--- config.mk ---
export PLATFORM = sky130hd
export DESIGN_NAME = rmsd_fifo
export DESIGN_NICKNAME = d
export VERILOG_FILES = /design/src/sv/rmsd_pkg.sv /design/src/sv/rmsd_fifo.sv
export VERILOG_INCLUDE_DIRS = /design/src /design/src/sv
export SDC_FILE = /design/constraint.sdc
export NUM_CORES = 1
export LEC_CHECK = 0
export ABC_AREA = 1
export BUFFER_PORTS_ARGS = -buffer_cell sky130_fd_sc_hd__buf_4
export CAP_MARGIN = 15
export CORE_AREA = 2 2 78 80
export DETAILED_ROUTE_END_ITERATION = 16
export DIE_AREA = 0 0 80 82
export PLACE_DENSITY = 0.89
export SLEW_MARGIN = 20
export SYNTH_ARGS = -nofsm -noshare
export SYNTH_HDL_FRONTEND = slang
export SYNTH_SLANG_ARGS = --single-unit
--- constraint.sdc ---
create_clock -name clk_i -period 1.73 [get_ports clk_i]
set_input_delay 0.346 -clock clk_i [delete_from_list [all_inputs] [get_ports clk_i]]
set_output_delay 0.346 -clock clk_i [all_outputs]
set_load 0.01 [all_outputs]
--- src/sv/row_mean_sd_contrast_normalizer_top_assert.svh ---
`ifndef ROW_MEAN_SD_CONTRAST_NORMALIZER_TOP_ASSERT_SVH
`define ROW_MEAN_SD_CONTRAST_NORMALIZER_TOP_ASSERT_SVH

// Property that must hold at every clock edge outside reset.
`define RMSD_ASSERT(lbl, prop) \
  lbl: assert property (@(posedge clk_i) disable iff (!rst_ni) prop) \
    else $error("rmsd: assertion failed");

// Property that must hold in the cycle after a trigger.
`define RMSD_ASSERT_NEXT(lbl, trig, prop) \
  lbl: assert property (@(posedge clk_i) disable iff (!rst_ni) (trig) |=> (prop)) \
    else $error("rmsd: assertion failed");

`endif

--- src/sv/rmsd_pkg.sv ---
package rmsd_pkg;

  localparam int unsigned MAX_SAMPLES_DEF = 512;
  localparam int unsigned SAMPLE_BITS_DEF = 16;
  localparam int unsigned QUEUE_DEPTH     = 4;

  // configuration register
  localparam int unsigned CFG_W   = 10;
  localparam int unsigned APB_DW  = 32;
  localparam int unsigned APB_AW  = 3;
  localparam logic [CFG_W-1:0] CFG_RESET = 10'd512;
  localparam logic [APB_AW-3:0] REG_SAMPLE_COUNT = '0;

  // fixed point
  localparam int unsigned FRAC_BITS = 8;
  localparam int unsigned PIX_W     = 8;
  localparam logic [PIX_W-1:0] PIX_MAX = 8'd255;

  typedef enum logic {
    OP_LOAD = 1'b0,
    OP_EMIT = 1'b1
  } op_e;

endpackage

--- src/sv/rmsd_fifo.sv ---
module rmsd_fifo #(
  parameter int unsigned WIDTH = 17,
  parameter int unsigned DEPTH = rmsd_pkg::QUEUE_DEPTH
) (
  input  logic             clk_i,
  input  logic             rst_ni,
  input  logic             push_i,
  input  logic [WIDTH-1:0] data_i,
  output logic             full_o,
  input  logic             pop_i,
  output logic             valid_o,
  output logic [WIDTH-1:0] data_o
);
  localparam int unsigned AW = (DEPTH > 1) ? $clog2(DEPTH) : 1;
  localparam int unsigned CW = $clog2(DEPTH + 1);

  logic [WIDTH-1:0] buf_q [DEPTH];
  logic [AW-1:0]    wptr_q, wptr_d, rptr_q, rptr_d;
  logic [CW-1:0]    count_q, count_d;

  assign full_o  = (count_q == CW'(DEPTH));
  assign valid_o = (count_q != '0);
  assign data_o  = buf_q[rptr_q];

  always_comb begin
    wptr_d  = wptr_q;
    rptr_d  = rptr_q;
    count_d = count_q;
    if (push_i) begin
      wptr_d = (wptr_q == AW'(DEPTH - 1)) ? '0 : wptr_q + AW'(1);
    end
    if (pop_i) begin
      rptr_d = (rptr_q == AW'(DEPTH - 1)) ? '0 : rptr_q + AW'(1);
    end
    if (push_i && !pop_i) begin
      count_d = count_q + CW'(1);
    end else if (!push_i && pop_i) begin
      count_d = count_q - CW'(1);
    end
  end

  always_ff @(posedge clk_i or negedge rst_ni) begin
    if (!rst_ni) begin
      wptr_q  <= '0;
      rptr_q  <= '0;
      count_q <= '0;
    end else begin
      wptr_q  <= wptr_d;
      rptr_q  <= rptr_d;
      count_q <= count_d;
    end
  end

  always_ff @(posedge clk_i) begin
    if (push_i) begin
      buf_q[wptr_q] <= data_i;
    end
  end

`include "row_mean_sd_contrast_normalizer_top_assert.svh"
  `RMSD_ASSERT(a_count_bound, count_q <= CW'(DEPTH))
  `RMSD_ASSERT(a_no_pop_empty, pop_i |-> (count_q != '0))
  `RMSD_ASSERT_NEXT(a_push_grows, push_i && !pop_i, count_q == $past(count_q) + CW'(1))

endmodule

==> results of run 1 <==
==> routing by layer <==
| metal | wire [um] | share of wire, % | global-route usage (%) |
|---|---|---|---|
| met1 | 2460 | 41 | 23.6 |
| met4 | 56 | 0.93 | 8.81 |
| met5 | 0 | 0 | 0 |
| met2 | 3280 | 54 | 37.1 |
| met3 | 242 | 4.0 | 4.51 |
==> per-stage QoR <==
step | hold WS (ns) | setup TNS [ns] | setup slack [ns] | std cells | util [%]
after floorplan | 0.0504 | 0 | 0.358 | 251 | -
after global placement | 0.163 | 0 | 0.238 | 366 | 62.6
after detailed placement | 0.165 | 0 | 0.121 | 366 | 62.6
after CTS | 0.191 | -1.02 | -0.0919 | 386 | 68.4
after global routing | 0.192 | -2.12 | -0.151 | 386 | 68.4
final | 0.207 | -0.744 | -0.0805 | 386 | 68.4
==> layout make-up <==
class                   count  area [um^2]
well taps                  75         93.8
fillers                   399         1820
flip-flops and latches     75         2220
inverters                  47          181
clock buffers              10          128
multi-input cells         119          708
repair buffers             54          522
clock inverters             6         80.1
==> critical path, stage by stage, from the launching register on <==
cell and delay, ns:
dfrtp_1 0.41, inv_4 0.16, buf_12 0.17, nand2_1 0.06, o211ai_1 0.08, nand2_1 0.12, buf_6 0.14
==> kinds of logic (layout without fill, tap and decap cells) <==
logic type               count (synthesis)  after routing  share of synthesized area (%)
AND/OR/NAND/NOR                         73             73                           8.79
AO/OA/AOI/OAI                           38             38                           10.2
buffers and inverters                   57            117                           7.88
flip-flops                              75             75                           69.8
XOR/XNOR                                 1              1                          0.276
adder cells (fa/ha/maj)                  7              7                           2.99
==> state kept, by name, summed over array words and instances, names as in the netlist <==
register and flops:
buf_q 68, count_q 3, rptr_q 2, wptr_q 2
==> cells in the mapped netlist, types with 2 or more instances <==
| master | count |
|---|---|
| o21ai_0 | 3 |
| o211ai_2 | 10 |
| buf_6 | 3 |
| o211ai_1 | 24 |
| inv_1 | 45 |
| ha_1 | 6 |
| nand2_1 | 68 |
| buf_2 | 6 |
| edfxtp_1 | 68 |
| dfrtp_1 | 7 |
| nor2_1 | 2 |
==> where the power goes <==
part	total, mW	internal, mW	switching, mW
Sequential	2.49	2.34	0.147
Combinational	2.48	1.15	1.34
Clock	1.40	0.803	0.602
Total	6.38	4.29	2.09
==> repair_timing <==
action	4_1_cts	5_1_grt
endpoints found under the hold margin	7	0
hold buffers	1	0
buffers inserted	1	0
gates cloned	2	0
pin swaps	3	0
resized for setup	16	0
endpoints found under the setup margin	17	17
==> final timing paths <==
path                             from           end  slack, ns  depth (start not counted)
setup reg to reg            wptr_q[0]   buf_q[2][0]       0.27                          5
min in group asynchronous      rst_ni     wptr_q[0]       0.37                          2
setup / recovery            rptr_q[0]     data_o[2]      -0.08                          6
hold reg to reg            count_q[2]    count_q[2]       0.49                          2
max in group asynchronous      rst_ni     wptr_q[1]       1.24                          2
hold / removal             data_i[12]  buf_q[3][12]       0.21                          1
==> impl_metrics.prom, run 1 <==
# TYPE chip_impl_metric gauge
chip_impl_metric{name="cts.path.max_buffers",unit=""} 2
chip_impl_info{name="critPathCaptureType",value="primary output"} 1
chip_impl_metric{name="dp.final_hpwl",unit="mm"} 3.93
chip_impl_metric{name="grt_first_pass_wirelength",unit="mm"} 9.77
chip_impl_metric{name="yosysTopAreaCellShare",unit="%"} 64.3
chip_impl_metric{name="wl",unit="mm"} 6.04
chip_impl_metric{name="design_power_total",unit="mW"} 6.38
chip_impl_metric{name="number_of_global_route_vias_before_repair",unit=""} 2052
chip_impl_metric{name="power.ir.vdd_worst",unit="mV"} 1.09
chip_impl_info{name="hold_path_class",value="input pin to flip-flop"} 1
chip_impl_info{name="grt_setup_unrepaired",value="yes"} 1
chip_impl_metric{name="p_per_area",unit="nW/um^2"} 1620
chip_impl_metric{name="detail-route-antenna-nets",unit=""} 0
chip_impl_metric{name="post_route_cells_drive_above_1_share",unit="%"} 25.7
chip_impl_metric{name="cp_data_required_time",unit="ns"} 1.38
chip_impl_metric{name="synth_enable_flop_cells",unit=""} 68
chip_impl_metric{name="count_of_mapped_cells_out_of_synthesis",unit=""} 251
chip_impl_metric{name="fp.dieH",unit="um"} 82
chip_impl_info{name="status",value="complete, but fails checks"} 1
chip_impl_metric{name="initial_core_util",unit="%"} 55.3
chip_impl_metric{name="cts_num_sinks",unit=""} 75
chip_impl_metric{name="timing.max_slew.rel_slack",unit="%"} 81.4
chip_impl_metric{name="synth_sequential_area_ratio",unit="%"} 69.8
chip_impl_metric{name="finalCriticalPeriod",unit="ns"} 1.81
chip_impl_metric{name="placement_rows",unit=""} 28
chip_impl_metric{name="max_clock_skew",unit="ns"} 0.00820
chip_impl_metric{name="max_cap_violations",unit=""} 0
chip_impl_metric{name="ys_ff_latch",unit=""} 75
chip_impl_info{name="most-common-layout-cells",value="68 x nand2_1, 68 x edfxtp_1, 45 x inv_1, 36 x buf_4, 24 x o211ai_1"} 1
chip_impl_metric{name="final_max_slew_viol_count",unit=""} 0
chip_impl_metric{name="port_buffers",unit=""} 39
chip_impl_metric{name="drcViolationCount",unit=""} 0
chip_impl_metric{name="detailroute.via_count",unit=""} 1979
chip_impl_metric{name="power.leakage",unit="nW"} 1.71
chip_impl_info{name="synth.largest_area_cell",value="edfxtp_1"} 1
chip_impl_info{name="worstSetupPathType",value="flip-flop to primary output"} 1
chip_impl_metric{name="drt_iter0_drc",unit=""} 89
chip_impl_metric{name="placedInstanceArea",unit="um^2"} 3600
chip_impl_metric{name="design.final.nets",unit=""} 334
chip_impl_info{name="synth.area.top_cells",value="edfxtp_1 64%, nand2_1 8.0%, o211ai_1 5.7%"} 1
chip_impl_metric{name="grt_max_degree",unit=""} 19
chip_impl_metric{name="clock_latency",unit="ns"} 0.33
chip_impl_metric{name="die_area",unit="um^2"} 6560
chip_impl_info{name="worstSetupStartpointType",value="flip-flop"} 1
chip_impl_metric{name="netlist-cell-type-count",unit=""} 20
chip_impl_metric{name="floorplan.core_area",unit="um^2"} 5750
chip_impl_metric{name="critPathArrivalTime",unit="ns"} 1.46
chip_impl_metric{name="grt_use_total",unit="%"} 20.5
chip_impl_info{name="clock_tree.root_cell",value="clkbuf_8"} 1
chip_impl_metric{name="synth-async-reset-ratio",unit="%"} 9.33
chip_impl_metric{name="die-width",unit="um"} 80
chip_impl_metric{name="drt-vias-per-instance",unit=""} 5.13
chip_impl_metric{name="clkTransAtPathRegs",unit="ns"} 0.07
chip_impl_metric{name="finalSetupViolations",unit=""} 17
chip_impl_metric{name="ant_diodes",unit=""} 0
chip_impl_metric{name="cts_buffers",unit=""} 9
chip_impl_metric{name="area_growth",unit="%"} 23.8
chip_impl_metric{name="number_of_i_o_pins",unit=""} 40
chip_impl_metric{name="synth_area",unit="um^2"} 3180
chip_impl_metric{name="hold_viol",unit=""} 0
chip_impl_metric{name="average_cell_area_after_synthesis",unit="um^2"} 12.7
chip_impl_metric{name="final_min_period_over_clock_period",unit="%"} 105
chip_impl_metric{name="final.setup.worst_slack",unit="ns"} -0.0805
chip_impl_metric{name="drt-pass1-iter-count",unit=""} 4
chip_impl_metric{name="synth_nets",unit=""} 279
chip_impl_info{name="violated_checks",value="negative setup slack"} 1
chip_impl_info{name="clock_tree_from_tritoncts",value="yes"} 1
chip_impl_metric{name="max_slew.worst_pin.slew",unit="ns"} 0.279
chip_impl_metric{name="worst-path-max-fanout",unit=""} 18
chip_impl_metric{name="ctsHtreeMaxLevel",unit=""} 3
chip_impl_metric{name="achievable-frequency",unit="GHz"} 0.552
chip_impl_metric{name="wl_per_cell",unit="um"} 15.6
chip_impl_metric{name="post-route-cell-area",unit="um^2"} 3930
chip_impl_metric{name="number_of_antenna_violations_at_the_first_check_in_global_routing",unit=""} 0
chip_impl_metric{name="gp_congestion",unit=""} 0.763
chip_impl_metric{name="ys.warnings.count",unit=""} 0
chip_impl_info{name="synthFlopType",value="edfxtp_1"} 1
chip_impl_metric{name="gr-total-overflow",unit=""} 0
(Power assumes the default switching activity.)
==> run 2: changes to the inputs <==
--- a/config.mk
+++ b/config.mk
@@ -12,6 +12,7 @@
 export CORE_AREA = 2 2 78 80
 export DETAILED_ROUTE_END_ITERATION = 16
 export DIE_AREA = 0 0 80 82
+export GPL_TIMING_DRIVEN = 0
 export PLACE_DENSITY = 0.89
 export SLEW_MARGIN = 20
 export SYNTH_ARGS = -nofsm -noshare
==> run 2 against run 1 <==
  * The run still ends with negative setup slack left
  * Setup slack got worse by 0.0096 ns
  * Worst hold slack lost 0.019 ns
  * Via count rose by 3.3%
  * Clock power fell by 6%
  * Critical endpoint unchanged
  * Non-clock buffer count up 1
  * Utilization up 0.52 points
  * Clock skew is 0.0048 ns higher
  * Largest cell class unchanged
  * Fmax is 0.53% lower
  * Cell count is 0.26% higher
  * Wire length rose by 7.1%
  * Global-route usage grew 0.36 points
==> impl_metrics.prom, run 2 (synthesis gave the netlist of run 1 again) <==
# TYPE chip_impl_metric gauge
chip_impl_info{name="status",value="complete, but fails checks"} 1
chip_impl_info{name="violated_checks",value="negative setup slack"} 1
chip_impl_metric{name="switching_power",unit="mW"} 2.22
chip_impl_metric{name="die-width",unit="um"} 80
chip_impl_metric{name="max_cap_violations",unit=""} 0
chip_impl_metric{name="final_max_slew_viol_count",unit=""} 0
chip_impl_metric{name="clock_latency",unit="ns"} 0.35
chip_impl_metric{name="cp_data_required_time",unit="ns"} 1.38
chip_impl_metric{name="gr-total-overflow",unit=""} 0
chip_impl_metric{name="placement_rows",unit=""} 28
chip_impl_info{name="clock_tree_from_tritoncts",value="yes"} 1
chip_impl_metric{name="design_power_total",unit="mW"} 6.47
chip_impl_metric{name="die_area",unit="um^2"} 6560
chip_impl_metric{name="max_clock_skew",unit="ns"} 0.0130
chip_impl_metric{name="internal-power",unit="mW"} 4.25
chip_impl_metric{name="pwr-share-comb",unit="%"} 41.1
chip_impl_info{name="final_common_cell",value="edfxtp_1"} 1
chip_impl_metric{name="grt_use_total",unit="%"} 20.9
chip_impl_metric{name="design.final.nets",unit=""} 335
chip_impl_metric{name="drt-pass1-iter-count",unit=""} 5
chip_impl_metric{name="initial_core_util",unit="%"} 55.3
chip_impl_metric{name="cts_buffers",unit=""} 9
chip_impl_metric{name="post_route_cells_drive_above_1_share",unit="%"} 26.9
chip_impl_metric{name="cts.path.max_buffers",unit=""} 2
chip_impl_metric{name="clockPowerShare",unit="%"} 20.4
chip_impl_metric{name="max_slew.worst_pin.slew",unit="ns"} 0.729
chip_impl_info{name="grt_setup_unrepaired",value="yes"} 1
chip_impl_metric{name="hold_viol",unit=""} 0
chip_impl_info{name="biggestRegsByFlops",value="buf_q: 68 flops, count_q: 3 flops"} 1
chip_impl_info{name="most-common-layout-cells",value="68 x edfxtp_1, 67 x nand2_1, 42 x inv_1, 35 x buf_4, 24 x o211ai_1"} 1
chip_impl_metric{name="ant_diodes",unit=""} 0
chip_impl_info{name="worstSetupPathType",value="flip-flop to primary output"} 1
chip_impl_metric{name="clkTransAtPathRegs",unit="ns"} 0.08
chip_impl_metric{name="ctsHtreeMaxLevel",unit=""} 3
chip_impl_metric{name="grt_max_degree",unit=""} 18
chip_impl_metric{name="achievable-frequency",unit="GHz"} 0.549
chip_impl_metric{name="gp_congestion",unit=""} 0.760
chip_impl_info{name="max_flop_register",value="buf_q"} 1
chip_impl_metric{name="pwr-share-seq",unit="%"} 38.5
chip_impl_metric{name="number_of_antenna_violations_at_the_first_check_in_global_routing",unit=""} 0
chip_impl_metric{name="number_of_global_route_vias_before_repair",unit=""} 2015
chip_impl_metric{name="port_buffers",unit=""} 39
chip_impl_metric{name="detail-route-antenna-nets",unit=""} 0
chip_impl_metric{name="timing.max_slew.rel_slack",unit="%"} 51.3
chip_impl_metric{name="dp.final_hpwl",unit="mm"} 3.84
chip_impl_info{name="clock_tree.root_cell",value="clkbuf_8"} 1
chip_impl_info{name="hold_path_class",value="input pin to flip-flop"} 1
chip_impl_metric{name="final_min_period_over_clock_period",unit="%"} 105
chip_impl_metric{name="ff_latch_area",unit="um^2"} 2220
chip_impl_metric{name="area_growth",unit="%"} 24.7
chip_impl_metric{name="drt_iter0_drc",unit=""} 158
chip_impl_metric{name="p_per_area",unit="nW/um^2"} 1630
chip_impl_metric{name="detailroute.via_count",unit=""} 2045
chip_impl_metric{name="fillerInstances",unit=""} 408
chip_impl_metric{name="post-route-cell-area",unit="um^2"} 3960
chip_impl_metric{name="finalSetupViolations",unit=""} 17
chip_impl_metric{name="drt-vias-per-instance",unit=""} 5.28
chip_impl_metric{name="finalCriticalPeriod",unit="ns"} 1.82
chip_impl_metric{name="grt_first_pass_wirelength",unit="mm"} 9.74
chip_impl_metric{name="largest_register_ff_count",unit=""} 68
chip_impl_metric{name="power.leakage",unit="nW"} 1.67
chip_impl_metric{name="critPathArrivalTime",unit="ns"} 1.47
chip_impl_metric{name="drcViolationCount",unit=""} 0
chip_impl_info{name="critPathCaptureType",value="primary output"} 1
chip_impl_metric{name="area_of_combinational_cells_with_multiple_inputs",unit="um^2"} 711
chip_impl_metric{name="switching_share",unit="%"} 34.3
chip_impl_metric{name="number_of_i_o_pins",unit=""} 40
chip_impl_metric{name="placedInstanceArea",unit="um^2"} 3560
chip_impl_info{name="worstSetupStartpointType",value="flip-flop"} 1
chip_impl_metric{name="wl_per_cell",unit="um"} 16.7
chip_impl_metric{name="wl",unit="mm"} 6.47
chip_impl_metric{name="power.ir.vdd_worst",unit="mV"} 1.00
chip_impl_metric{name="final.setup.worst_slack",unit="ns"} -0.0901
chip_impl_metric{name="fp.dieH",unit="um"} 82
chip_impl_metric{name="worst-path-max-fanout",unit=""} 10
chip_impl_metric{name="floorplan.core_area",unit="um^2"} 5750
chip_impl_metric{name="cts_num_sinks",unit=""} 75
==> run 2: cell count changes in the layout (fill, tap and decap cells not counted), moves of 2 or more <==
cell        before  now
clkinvlp_4       0    5
clkinv_2         4    0
clkinv_4         0    2
inv_1           45   42
buf_16           2    0
clkbuf_16        0    3
==> run 2: power by group through the flow <==
stage / combinational [mW] / sequential (mW) / clock, mW
6_report: 2.66 / 2.49 / 1.32
5_1_grt: 2.91 / 2.52 / 1.40
4_1_cts: 2.41 / 2.49 / 1.32
3_5_place_dp: 2.20 / 2.53 / 0
3_3_place_gp: 2.11 / 2.51 / 0
2_1_floorplan: 1.33 / 2.49 / 0
==> run 2: final timing paths <==
path | startpoint | cells past startpoint | slack [ns] | end
worst min-delay path | pop_i | 2 | 0.19 | rptr_q[1]
worst max-delay path | rptr_q[1] | 6 | -0.09 | data_o[2]
max in group asynchronous | rst_ni | 2 | 1.25 | rptr_q[0]
worst min register to register | count_q[2] | 2 | 0.49 | count_q[2]
min in group asynchronous | rst_ni | 2 | 0.34 | count_q[0]
worst max register to register | wptr_q[0] | 4 | 0.16 | buf_q[0][9]
==> run 2: final cells by class <==
type / instances / area share (%)
buffer: 10 / 3.00
clock buffer: 10 / 3.22
clock inverter: 6 / 1.67
inverter: 47 / 4.93
multi-input combinational: 119 / 17.9
sequential: 75 / 56.0
tap: 75 / 2.37
timing repair buffer: 45 / 10.9
==> run 2: critical path: stages, from the launching register on <==
cell,delay [ns]
dfrtp_1,0.41
buf_6,0.16
inv_6,0.12
buf_12,0.14
o211ai_2,0.09
nand2_1,0.10
buf_6,0.11
==> run 2: metrics by stage <==
stage	hold WS (ns)	setup slack [ns]	cells	util [%]	setup TNS [ns]
floorplan	0.0504	0.358	251	-	0
global placement	0.162	0.101	365	62.0	0
detailed placement	0.166	0.0203	365	62.0	0
CTS	0.184	-0.0891	384	66.9	-1.12
global route	0.185	-0.154	387	68.9	-2.27
finish	0.188	-0.0901	387	68.9	-0.998
==> run 2: metal layers <==
layer  GRT usage, %  vias up  wire, um  share of wire, %
met5              0        -         0                 0
met1           26.6      965      2660                41
li1               -      972         -                 -
met4           11.7        0       160               2.5
met3           3.63       15       415               6.4
met2           34.3       93      3230                50
==> run 2: what timing repair did <==
item | in CTS | in global routing
buffers inserted | 2 | 0
resized for setup | 19 | 11
hold buffers | 1 | 0
endpoints found under the setup margin | 17 | 68
cloned | 0 | 3
endpoints found under the hold margin | 7 | 0
