## src/sv/row_mean_sd_contrast_normalizer_top_assert.svh

```systemverilog
`ifndef ROW_MEAN_SD_CONTRAST_NORMALIZER_TOP_ASSERT_SVH
`define ROW_MEAN_SD_CONTRAST_NORMALIZER_TOP_ASSERT_SVH

// Property that must hold at every clock edge outside reset.
`define RMSD_ASSERT(lbl, prop) \
  lbl: assert property (@(posedge clk_i) disable iff (!rst_ni) prop) \
    else $error("rmsd: assertion failed");

// Property that must hold in the cycle after a trigger.
`define RMSD_ASSERT_NEXT(lbl, trig, prop) \
  lbl: assert property (@(posedge clk_i) disable iff (!rst_ni) (trig) |=> (prop)) \
    else $error("rmsd: assertion failed");

`endif

```

## src/sv/rmsd_pkg.sv

```systemverilog
package rmsd_pkg;

  localparam int unsigned MAX_SAMPLES_DEF = 512;
  localparam int unsigned SAMPLE_BITS_DEF = 16;
  localparam int unsigned QUEUE_DEPTH     = 4;

  // configuration register
  localparam int unsigned CFG_W   = 10;
  localparam int unsigned APB_DW  = 32;
  localparam int unsigned APB_AW  = 3;
  localparam logic [CFG_W-1:0] CFG_RESET = 10'd512;
  localparam logic [APB_AW-3:0] REG_SAMPLE_COUNT = '0;

  // fixed point
  localparam int unsigned FRAC_BITS = 8;
  localparam int unsigned PIX_W     = 8;
  localparam logic [PIX_W-1:0] PIX_MAX = 8'd255;

  typedef enum logic {
    OP_LOAD = 1'b0,
    OP_EMIT = 1'b1
  } op_e;

endpackage

```

## src/sv/rmsd_if.sv

```systemverilog
interface rmsd_in_if #(
  parameter int unsigned SAMPLE_BITS = rmsd_pkg::SAMPLE_BITS_DEF
);
  logic                          valid;
  logic                          ready;
  logic                          action;
  logic signed [SAMPLE_BITS-1:0] sample;

  modport source (output valid, output action, output sample, input ready);
  modport sink   (input valid, input action, input sample, output ready);
endinterface


```

## src/sv/rmsd_front.sv

```systemverilog
module rmsd_front #(
  parameter int unsigned SAMPLE_BITS = rmsd_pkg::SAMPLE_BITS_DEF
) (
  rmsd_in_if.sink              in_i,
  input  logic                 full_i,
  output logic                 push_o,
  output logic [SAMPLE_BITS:0] data_o
);
  import rmsd_pkg::*;

  logic [SAMPLE_BITS-1:0] raw;
  logic [SAMPLE_BITS-1:0] mag;
  op_e                    op;

  // the most negative sample folds to its own bit pattern, read unsigned
  assign raw    = in_i.sample;
  assign mag    = raw[SAMPLE_BITS-1] ? (~raw + SAMPLE_BITS'(1)) : raw;
  assign op     = in_i.action ? OP_EMIT : OP_LOAD;

  assign in_i.ready = !full_i;
  assign push_o     = in_i.valid && !full_i;
  assign data_o     = {op, mag};

endmodule

```

## src/flat_wrapper.sv

```systemverilog
// flat-port wrapper written by rule: the top's interface ports become plain ports
module rmsd_front_flat import rmsd_pkg::*;
#(
  parameter int unsigned SAMPLE_BITS = rmsd_pkg::SAMPLE_BITS_DEF
)
  (full_i, push_o, data_o, in_i_valid, in_i_action, in_i_sample, in_i_ready);
  rmsd_in_if #(.SAMPLE_BITS(SAMPLE_BITS)) in_i_i ();
  input  logic full_i;
  output logic push_o;
  output logic [SAMPLE_BITS:0] data_o;
  input wire logic [$bits(in_i_i.valid)-1:0] in_i_valid;
  input wire logic [$bits(in_i_i.action)-1:0] in_i_action;
  input wire logic [$bits(in_i_i.sample)-1:0] in_i_sample;
  output wire logic [$bits(in_i_i.ready)-1:0] in_i_ready;
  assign in_i_i.valid = in_i_valid;
  assign in_i_i.action = in_i_action;
  assign in_i_i.sample = in_i_sample;
  assign in_i_ready = in_i_i.ready;
  rmsd_front #(.SAMPLE_BITS(SAMPLE_BITS)) u_core (.in_i(in_i_i), .full_i(full_i), .push_o(push_o), .data_o(data_o));
endmodule
```

## config.mk

```make
export PLATFORM = sky130hd
export DESIGN_NAME = rmsd_front_flat
export DESIGN_NICKNAME = d
export VERILOG_FILES = /design/src/sv/row_mean_sd_contrast_normalizer_top_assert.svh /design/src/sv/rmsd_pkg.sv /design/src/sv/rmsd_if.sv /design/src/sv/rmsd_front.sv /design/src/flat_wrapper.sv
export SDC_FILE = /design/constraint.sdc
export NUM_CORES = 1
export LEC_CHECK = 0
export ABC_AREA = 1
export CAP_MARGIN = 20
export CELL_PAD_IN_SITES_DETAIL_PLACEMENT = 1
export CELL_PAD_IN_SITES_GLOBAL_PLACEMENT = 1
export CORE_AREA = 2 2 39 41
export DETAILED_ROUTE_END_ITERATION = 7
export DIE_AREA = 0 0 41 43
export DONT_BUFFER_PORTS = 1
export PLACE_DENSITY_LB_ADDON = 0.1
export SYNTH_ARGS = -nofsm -noshare
export SYNTH_HDL_FRONTEND = slang
export SYNTH_SLANG_ARGS = --single-unit
```

## constraint.sdc

```tcl
create_clock -name vclk -period 1
set_clock_uncertainty 0.1 [all_clocks]
set_input_delay 0 -clock vclk [all_inputs]
set_output_delay 0 -clock vclk [all_outputs]
set_load 0.1 [all_outputs]
```

==> impl_metrics.json, run 1 <==
{
  "post_cts_resize_count": 17,
  "initial_core_util": 0.331,
  "mappedNetlistNets": 115,
  "stop_error": "[ERROR DPL-0033] detailed placement checks failed during check placement.",
  "netlist_cell_types": 14,
  "detailed_place_hpwl_um": 1990,
  "synth_sequential_area_ratio": 0,
  "globalplace.congestion": 0.697,
  "floorplan.io_pins": 38,
  "die_height_um": 43,
  "die_width_um": 41,
  "row_count": 14,
  "netlist_instances": 95,
  "post_cts_buffers": 1,
  "failing_step": "clock tree synthesis",
  "average_cell_area_after_synthesis_um2": 4.82,
  "synth.cell_area_um2": 458,
  "yosysWarningCount": 0,
  "portBuffers": 0,
  "outcome": "aborted with a tool error"
}
==> cells in the mapped netlist <==
cell                      number  area [um^2]
sky130_fd_sc_hd__o21ai_4       1         16.3
sky130_fd_sc_hd__nor2_2        2         12.5
sky130_fd_sc_hd__nand2_2       2         12.5
sky130_fd_sc_hd__nor3_1        1         5.00
sky130_fd_sc_hd__nand4_1       2         12.5
sky130_fd_sc_hd__nand2_1      37          139
sky130_fd_sc_hd__buf_4         4         30.0
sky130_fd_sc_hd__xor2_1        5         43.8
sky130_fd_sc_hd__o21ai_0       2         10.0
sky130_fd_sc_hd__inv_1        18         67.6
sky130_fd_sc_hd__o21ai_2       1         8.76
sky130_fd_sc_hd__nor2_1        6         22.5
sky130_fd_sc_hd__ha_1          1         12.5
sky130_fd_sc_hd__nand3_1      13         65.1
==> kinds of logic after synthesis <==
| family | Yosys count | synth area share |
|---|---|---|
| AND/OR/NAND/NOR | 63 | 0.587 |
| AO/OA/AOI/OAI | 4 | 0.0765 |
| adder cells (fa/ha/maj) | 1 | 0.0273 |
| XOR/XNOR | 5 | 0.0956 |
| buffers and inverters | 22 | 0.213 |
==> metrics by stage <==
step / hold WS, ns / worst slack, ns / cells / utilization / cell area, um^2
detailed placement: -0.0993 / -0.116 / 128 / 0.720 / 996
floorplan: 0.00507 / -0.348 / 95 / - / 768
global placement: -0.0993 / -0.0480 / 128 / 0.720 / 996
==> run 2, diff against run 1 <==
- CELL_PAD_IN_SITES_DETAIL_PLACEMENT: 1 -> unset
- CELL_PAD_IN_SITES_GLOBAL_PLACEMENT: 1 -> unset
- CORE_AREA: 2 2 39 41 -> 2 2 63 65
- DIE_AREA: 0 0 41 43 -> 0 0 65 67
- PLACE_DENSITY_LB_ADDON: 0.1 -> 0.15
==> run 2 against run 1 <==
The flow now finishes, with violations (negative hold slack). Area after synthesis is the same. Synthesized cell count unchanged.
==> impl_metrics.json, run 2 <==
{
  "outcome": "finished with violations",
  "violations": "negative hold slack",
  "netlist_cell_types": 14,
  "detail_route.iter0.violations": 27,
  "crit_path_largest_cell_delay_ns": 0.19,
  "detailed_place_hpwl_um": 1390,
  "synth_sequential_area_ratio": 0,
  "antenna_violating_nets_post_route": 0,
  "drcViolationCount": 0,
  "timing.critical_path.arrival_ns": 0.90,
  "yosysMostFrequentCell": "sky130_fd_sc_hd__nand2_1",
  "grt_remaining_overflow": 0,
  "netlist_instances": 95,
  "die_height_um": 67,
  "portBuffers": 0,
  "mostFrequentLayoutCells": "20 x sky130_fd_sc_hd__nand2_1, 15 x sky130_fd_sc_hd__buf_4, 10 x sky130_fd_sc_hd__nand2_2, 10 x sky130_fd_sc_hd__inv_1",
  "layout.filler_cells": 393,
  "grt_pass1_wl_um": 2560,
  "finalCriticalPeriod_ns": 0.995,
  "worst-endpoint-required_ns": 0.90,
  "floorplan.io_pins": 38,
  "fin_max_slew_vios": 0,
  "startpoint_type": "primary input",
  "ff_latch_area_um2": 0,
  "synth_largest_area_cell": "sky130_fd_sc_hd__nand2_1",
  "yosysWarningCount": 0,
  "die_width_um": 65,
  "antenna_found_initial": 0,
  "min_path_type": "primary input to output port",
  "slew_headroom": 0.801,
  "route.vias.total": 603,
  "fmax_ghz": 1.00,
  "synth.top_cells.by_area": "sky130_fd_sc_hd__nand2_1 30%, sky130_fd_sc_hd__inv_1 15%, sky130_fd_sc_hd__nand3_1 14%, sky130_fd_sc_hd__xor2_1 9.6%, sky130_fd_sc_hd__buf_4 6.6%",
  "path_cells": "clkinv_16 > ha_4 > nand2_4 > o21ai_4 > buf_6 > xor2_4 > buf_12",
  "post-route-period-util": 0.995,
  "mappedNetlistNets": 115,
  "antenna_cells": 0,
  "path_delay_family": "buffers and inverters",
  "worst_path_max_delay_cell": "sky130_fd_sc_hd__o21ai_4",
  "cp.depth": 7,
  "critical_path_buf_inv_count": 3,
  "post_drt_via_cell_ratio": 3.70,
  "cp_max_fo": 6,
  "total_leakage_power_uw": 0.000468,
  "setup_viol": 0,
  "row_count": 22,
  "drv.max_cap_violation_count": 0,
  "critical_path.endpoint": "data_o[6]",
  "finalWirelength_um": 1540,
  "synthToLayoutAreaGrowth_pct": 143,
  "layout.cells.non_filler": 163,
  "synth.top_cells.by_count": "37 x sky130_fd_sc_hd__nand2_1, 18 x sky130_fd_sc_hd__inv_1, 13 x sky130_fd_sc_hd__nand3_1",
  "pre_antenna_drt_iters": 2,
  "area_inside_the_core_boundary_mm2": 0.00361,
  "globalplace.congestion": 0.767,
  "layout.clock_buffers": 0,
  "final.hold.worst_slack_ns": -0.100,
  "yosys.area.top_type_share": 0.303,
  "endpoint_kind": "output port",
  "critical_path.startpoint": "in_i_sample[1]",
  "grt_max_degree": 19,
  "die_area_mm2": 0.00436,
  "num-nets-final": 137,
  "ir_worst_vdd_uv": 284,
  "post_route_cells_drive_above_1_share": 0.626,
  "gr-usage-all-layers": 0.0697,
  "numSequentialCells": 0,
  "synth.cell_area_um2": 458,
  "layout.cells.most_common": "sky130_fd_sc_hd__nand2_1",
  "multi_input_comb_area_um2": 644,
  "cell_count_post_placement": 160,
  "critical_path_class": "primary input to output port",
  "grt_setup_unrepaired": "yes",
  "average_cell_area_after_synthesis_um2": 4.82,
  "wl_per_cell_um": 9.46,
  "number_of_global_route_vias_before_repair": 610,
  "power_density_mw_per_mm2": 817,
  "tightest_slew_ns": 0.299,
  "initial_core_util": 0.127,
  "hold_violations": 2
}
-- run 2: worst min path at each step --
stage	start	to	slack [ns]	cells after the start
after floorplan	in_i_sample[14]	data_o[15]	0.005	1
after global placement	in_i_sample[0]	data_o[0]	-0.1	0
after detailed placement	in_i_sample[0]	data_o[0]	-0.1	0
after CTS	in_i_sample[0]	data_o[0]	-0.1	0
after global routing	in_i_sample[0]	data_o[0]	-0.1	0
final	in_i_sample[0]	data_o[0]	-0.1	0
-- run 2: area by class of cell --
class | instances | area share
tap | 48 | 0.0539
inverter | 18 | 0.112
multi-input combinational | 73 | 0.579
timing repair buffer | 24 | 0.255
-- run 2: where the power goes --
part,total (uW),switching [uW],internal (uW)
sequential,0,0,0
clock,0,0,0
combinational,910,632,278
-- run 2: repair_timing --
item / 4_1_cts / 5_1_grt
setup endpoints to repair: 6 / 10
endpoints found under the hold margin: 2 / 2
pin swaps: 3 / 8
buffers inserted: 0 / 3
gates resized for setup: 5 / 7
-- run 2: cells by family after synthesis --
| family | count (synthesis) | share of synthesized area |
|---|---|---|
| AND/OR/NAND/NOR | 63 | 0.587 |
| buffers and inverters | 22 | 0.213 |
| XOR/XNOR | 5 | 0.0956 |
| AO/OA/AOI/OAI | 4 | 0.0765 |
| adder cells (fa/ha/maj) | 1 | 0.0273 |
-- run 2: through the flow --
| step | util | power, uW | worst slack (ns) | cell area, um^2 | TNS (ns) |
|---|---|---|---|---|---|
| after global routing | 0.309 | 947 | -0.0434 | 1110 | -0.107 |
| after global placement | 0.287 | 890 | -0.0633 | 1040 | -0.242 |
| final | 0.309 | 910 | 0.00484 | 1110 | 0 |
| after detailed placement | 0.287 | 892 | -0.0695 | 1040 | -0.211 |
| after floorplan | - | 751 | -0.348 | 768 | -1.06 |
| after CTS | 0.292 | 899 | -0.0177 | 1050 | -0.0177 |
-- run 2: layer usage --
| metal | part of all wire | up-vias | global-route usage |
|---|---|---|---|
| li1 | - | 321 | - |
| met1 | 0.39 | 258 | 0.0873 |
| met2 | 0.49 | 24 | 0.126 |
| met3 | 0.12 | 0 | 0.0186 |
| met4 | 0 | 0 | 0 |
| met5 | 0 | - | 0 |
(Power assumes the default switching activity.)
==> run 3, diff against run 2 <==
==> constraint.sdc (replaced) <==
create_clock -name vclk -period 1
set_clock_uncertainty 0.1 [all_clocks]
set_input_delay 0.1 -clock vclk [all_inputs]
set_output_delay 0.1 -clock vclk [all_outputs]
set_load 0.1 [all_outputs]
==> run 3 against run 2 <==
The run ends with negative setup slack left. Largest power group unchanged. Die area did not move. Wire length rose by 4.1%. Count of clock-buffer cells in the layout did not move. First-iteration DRC count fell by 78%. Combinational power rose by 6.4%. Critical path depth did not move. Critical path type unchanged. Sequential share of layout area did not move. Worst hold slack improved by 0.20 ns.
==> impl_metrics.json, run 3 (synthesized netlist as in run 2, its figures left out) <==
{
  "fin_max_slew_vios": 0,
  "worst_path_max_delay_cell": "sky130_fd_sc_hd__o21ai_4",
  "detailed_place_hpwl_um": 1400,
  "hold_start": "in_i_sample[0]",
  "highest-signal-layer": "met3",
  "die_width_um": 65,
  "final.hold.worst_slack_ns": 0.100,
  "timing.critical_path.arrival_ns": 1.02,
  "fmax_ghz": 0.821,
  "grt_remaining_overflow": 0,
  "post_route_cells_drive_above_1_share": 0.702,
  "min_to": "data_o[0]",
  "ff_latch_area_um2": 0,
  "die_height_um": 67,
  "layout_setup_ws_ns": -0.217,
  "finalWirelength_um": 1610,
  "setup_viol": 13,
  "globalplace.congestion": 0.811,
  "path_delay_family": "buffers and inverters",
  "gr-usage-all-layers": 0.0758,
  "drv.max_cap_violation_count": 0,
  "grt_setup_unrepaired": "yes",
  "numSequentialCells": 0,
  "placedInstanceArea_mm2": 0.00112,
  "holdPathStages": 0,
  "detail_route.iter0.violations": 6,
  "wl_met3_um": 188,
  "antenna_cells": 0,
  "num-nets-final": 143,
  "power_frac_seq": 0,
  "grt_pass1_wl_um": 2760,
  "totalPowerFinal_uw": 968,
  "post-route-period-util": 1.22,
  "netSwitchingPower_uw": 656,
  "min_path_type": "primary input to output port",
  "dp_worst_setup_slack_ns": -0.291,
  "drcViolationCount": 0,
  "m1WireLength_um": 653,
  "portBuffers": 0,
  "antenna_violating_nets_post_route": 0,
  "area_inside_the_core_boundary_mm2": 0.00361,
  "postLayoutCoreUtil": 0.353,
  "crit_path_largest_cell_delay_ns": 0.21,
  "mostFrequentLayoutCells": "16 x sky130_fd_sc_hd__nand2_1, 16 x sky130_fd_sc_hd__buf_4, 11 x sky130_fd_sc_hd__nand2_2, 9 x sky130_fd_sc_hd__inv_1, 9 x sky130_fd_sc_hd__buf_12",
  "cp_max_fo": 7,
  "slew_headroom": 0.801,
  "power_density_mw_per_mm2": 761,
  "endpoint_kind": "output port",
  "worst-endpoint-required_ns": 0.80,
  "finalCriticalPeriod_ns": 1.22,
  "gate_power_share": 1.000,
  "number_of_global_route_vias_before_repair": 667,
  "antenna_found_initial": 0,
  "row_count": 22,
  "post_drt_via_cell_ratio": 3.85,
  "hold_violations": 0,
  "floorplan.io_pins": 38,
  "route.vias.total": 651,
  "layout.clock_buffers": 0,
  "clock_power_share": 0,
  "violations": "negative setup slack",
  "grt_max_degree": 19,
  "layout.filler_cells": 370,
  "postLayoutCellArea_mm2": 0.00127,
  "wl_per_cell_um": 9.50,
  "path_cells": "clkinv_16 > ha_4 > nand2_4 > o21ai_4 > buf_6 > xor2_4 > buf_12",
  "outcome": "finished with violations",
  "swShare": 0.678,
  "pre_antenna_drt_iters": 4,
  "critical_path_class": "primary input to output port",
  "startpoint_type": "primary input",
  "initial_core_util": 0.127,
  "p_int_uw": 312,
  "total_leakage_power_uw": 0.000522,
  "met2_wirelength_um": 764,
  "die_area_mm2": 0.00436,
  "ir_worst_vdd_uv": 407,
  "tightest_slew_ns": 0.298,
  "critical_path_buf_inv_count": 3,
  "synthToLayoutAreaGrowth_pct": 178
}
## run 3: changes by cell type in the layout (fill, tap and decap cells not counted), sizes merged
cell and change:
buf +6
## run 3: area by class of cell
| class | instances | area [um^2] | area share |
|---|---|---|---|
| well taps | 48 | 60.1 | 0.0472 |
| multi-input cells | 73 | 731 | 0.574 |
| inverters | 18 | 125 | 0.0983 |
| repair buffers | 30 | 357 | 0.280 |
## run 3: power groups by stage
stage | Clock, uW | Combinational [uW] | Sequential (uW)
after global routing | 0 | 1010 | 0
final | 0 | 968 | 0
after floorplan | 0 | 776 | 0
after detailed placement | 0 | 924 | 0
after global placement | 0 | 921 | 0
after CTS | 0 | 955 | 0
## run 3: what timing repair did
item                                    in CTS  in global routing
endpoints found under the setup margin      13                 14
hold buffers                                 0                  0
setup buffers                                3                  4
resized for setup                           14                  7
pin swaps                                   14                 13
## run 3: worst max path at each step
stage,cells after the start,end,start
detailed placement,7,data_o[6],in_i_sample[0]
global route,7,data_o[6],in_i_sample[1]
CTS,7,data_o[6],in_i_sample[1]
finish,7,data_o[6],in_i_sample[1]
floorplan,5,data_o[15],in_i_sample[2]
global placement,7,data_o[6],in_i_sample[0]
## run 3: through the flow
step / instances / setup TNS [ns]
floorplan: 95 / -3.47
global placement: 162 / -2.28
detailed placement: 162 / -2.39
CTS: 165 / -2.23
global route: 169 / -2.94
finish: 169 / -2.19
## run 3: routing by layer
layer	vias up	global-route usage
li1	333	-
met1	288	0.0926
met2	30	0.134
met3	0	0.0287
met4	0	0
met5	-	0
==> run 4, diff against run 3 <==
- ABC_AREA: 1 -> unset
==> run 4 against run 3 <==
The run still ends with negative setup slack left. Sequential cell count unchanged. First-iteration DRC count decreased by 33%. Combinational power decreased by 1%. Via count decreased by 25%. Critical path depth is 4 lower. Total power is 1.5% lower. Utilization is 0.62 points lower. Largest power group unchanged. Critical endpoint is now data_o[13]. Synthesized cell count down 44%. Final area is 1.8% lower.
==> impl_metrics.json, run 4 <==
{
  "mostFrequentLayoutCells": "12 x sky130_fd_sc_hd__xnor2_4, 9 x sky130_fd_sc_hd__buf_12, 8 x sky130_fd_sc_hd__buf_6, 7 x sky130_fd_sc_hd__buf_4",
  "wl_per_cell_um": 13.8,
  "route.vias.total": 487,
  "post_route_cells_drive_above_1_share": 0.901,
  "slew_headroom": 0.510,
  "detail_route.iter0.violations": 4,
  "numSequentialCells": 0,
  "initial_core_util": 0.102,
  "grt_setup_unrepaired": "yes",
  "average_cell_area_after_synthesis_um2": 6.96,
  "yosysWarningCount": 0,
  "area_inside_the_core_boundary_mm2": 0.00361,
  "antenna_violating_nets_post_route": 0,
  "hold_start": "in_i_action",
  "cell_count_post_placement": 116,
  "outcome": "finished with violations",
  "number_of_global_route_vias_before_repair": 576,
  "violations": "negative setup slack",
  "groute.layer.met3.usage": 0.0220,
  "setup_viol": 14,
  "power_density_mw_per_mm2": 763,
  "layout.filler_cells": 374,
  "yosysMostFrequentCell": "sky130_fd_sc_hd__xnor2_1",
  "grt_max_degree": 18,
  "postLayoutCoreUtil": 0.347,
  "fmax_ghz": 0.518,
  "num-nets-final": 93,
  "grt_util_met1": 0.103,
  "hold_violations": 0,
  "endpoint_kind": "output port",
  "grt_busiest_layer": "met2",
  "floorplan.io_pins": 38,
  "drv.max_cap_violation_count": 0,
  "mappedNetlistNets": 73,
  "critical_path_class": "primary input to output port",
  "placedInstanceArea_mm2": 0.00111,
  "yosys.area.top_type_share": 0.285,
  "synth.top_cells.by_count": "12 x sky130_fd_sc_hd__xnor2_1, 5 x sky130_fd_sc_hd__inv_1, 5 x sky130_fd_sc_hd__o41ai_1",
  "holdPathStages": 0,
  "die_height_um": 67,
  "synth_largest_area_cell": "sky130_fd_sc_hd__xnor2_1",
  "ir_worst_vdd_uv": 332,
  "grt_remaining_overflow": 0,
  "die_width_um": 65,
  "total_leakage_power_uw": 0.000469,
  "timing.critical_path.arrival_ns": 1.73,
  "grt_pass1_wl_um": 2930,
  "antenna_cells": 0,
  "ff_latch_area_um2": 0,
  "synth.cell_area_um2": 369,
  "post_drt_via_cell_ratio": 4.09,
  "finalWirelength_um": 1640,
  "startpoint_type": "primary input",
  "layout.cells.non_filler": 119,
  "layout_setup_ws_ns": -0.931,
  "postLayoutCellArea_mm2": 0.00125,
  "post-route-period-util": 1.93,
  "finalCriticalPeriod_ns": 1.93,
  "min_to": "data_o[16]",
  "cp_max_fo": 3,
  "synth_sequential_area_ratio": 0,
  "layout.cells.most_common": "sky130_fd_sc_hd__xnor2_4",
  "netlist_cell_types": 20,
  "cts_hold_repair.buffers": 0,
  "antenna_found_initial": 0,
  "tightest_slew_ns": 0.735,
  "row_count": 22,
  "drcViolationCount": 0,
  "gr-usage-all-layers": 0.0835,
  "globalplace.congestion": 0.669,
  "worst-endpoint-required_ns": 0.80,
  "synth.top_cells.by_area": "sky130_fd_sc_hd__xnor2_1 28%, sky130_fd_sc_hd__o41ai_1 12%, sky130_fd_sc_hd__o31ai_1 6.1%, sky130_fd_sc_hd__or4_1 6.1%, sky130_fd_sc_hd__o21ai_0 5.4%",
  "die_area_mm2": 0.00436,
  "met2_usage": 0.152,
  "layout.clock_buffers": 0,
  "min_path_type": "primary input to output port",
  "portBuffers": 0,
  "netlist_instances": 53,
  "pre_antenna_drt_iters": 2,
  "detailed_place_hpwl_um": 1420,
  "fin_max_slew_vios": 0,
  "synthToLayoutAreaGrowth_pct": 239,
  "multi_input_comb_area_um2": 793
}
run 4: cell count changes in the layout (fill, tap and decap cells not counted), sizes merged, moves of 6 or more:
| cell | delta |
|---|---|
| nand2 | -38 |
| nor2 | -7 |
| xnor2 | +12 |
| nand3 | -13 |
| buf | -6 |
| inv | -8 |
run 4: worst max path at each step:
stage / start / endpoint / slack, ns / depth (start not counted)
final: in_i_sample[10] / data_o[13] / -0.93 / 3
after global routing: in_i_sample[10] / data_o[13] / -0.95 / 3
after CTS: in_i_sample[8] / data_o[13] / -0.91 / 3
after detailed placement: in_i_sample[9] / data_o[13] / -0.92 / 3
after global placement: in_i_sample[9] / data_o[13] / -0.92 / 3
after floorplan: in_i_sample[9] / data_o[15] / -1.38 / 3
run 4: area by class of cell:
type / count / share of cell area
multi-input combinational: 42 / 0.635
timing repair buffer: 24 / 0.258
inverter: 5 / 0.0591
tap: 48 / 0.0480
run 4: cells by family (layout without fill, tap and decap cells):
| kind of cell | Yosys count | in the layout | share of synthesized area |
|---|---|---|---|
| AOI/OAI and AO/OA | 13 | 13 | 0.261 |
| xor gates and xnor gates | 12 | 12 | 0.285 |
| adders and majority gates | 1 | 1 | 0.0339 |
| buffers and inverters | 11 | 29 | 0.136 |
| and+or+nand+nor | 16 | 16 | 0.285 |
run 4: worst max-delay path, cell delays in order:
cell                      delay (ns)
sky130_fd_sc_hd__or4_4          0.54
sky130_fd_sc_hd__or4_4          0.53
sky130_fd_sc_hd__a221o_4        0.56
run 4: power breakdown:
| part | switching [uW] | internal, uW | total, uW |
|---|---|---|---|
| Combinational | 613 | 341 | 954 |
| Sequential | 0 | 0 | 0 |
| Clock | 0 | 0 | 0 |
run 4: what timing repair did:
item | in CTS | in global routing
pin swaps | 16 | 9
endpoints found under the setup margin | 14 | 14
buffers inserted | 4 | 1
gates resized for setup | 18 | 6
run 4: stage by stage:
| step | TNS (ns) | power (uW) | hold slack [ns] | worst slack, ns |
|---|---|---|---|---|
| finish | -8.19 | 954 | 0.100 | -0.931 |
| global route | -8.69 | 982 | 0.100 | -0.954 |
| CTS | -8.17 | 952 | 0.101 | -0.911 |
| detailed placement | -8.95 | 925 | 0.101 | -0.916 |
| global placement | -8.92 | 924 | 0.101 | -0.918 |
| floorplan | -8.76 | 821 | 0.201 | -1.38 |
run 4: layer usage:
layer	vias up	wire length (um)
met5	-	0
met4	0	0
met3	0	162
met2	20	897
met1	238	577
li1	229	-
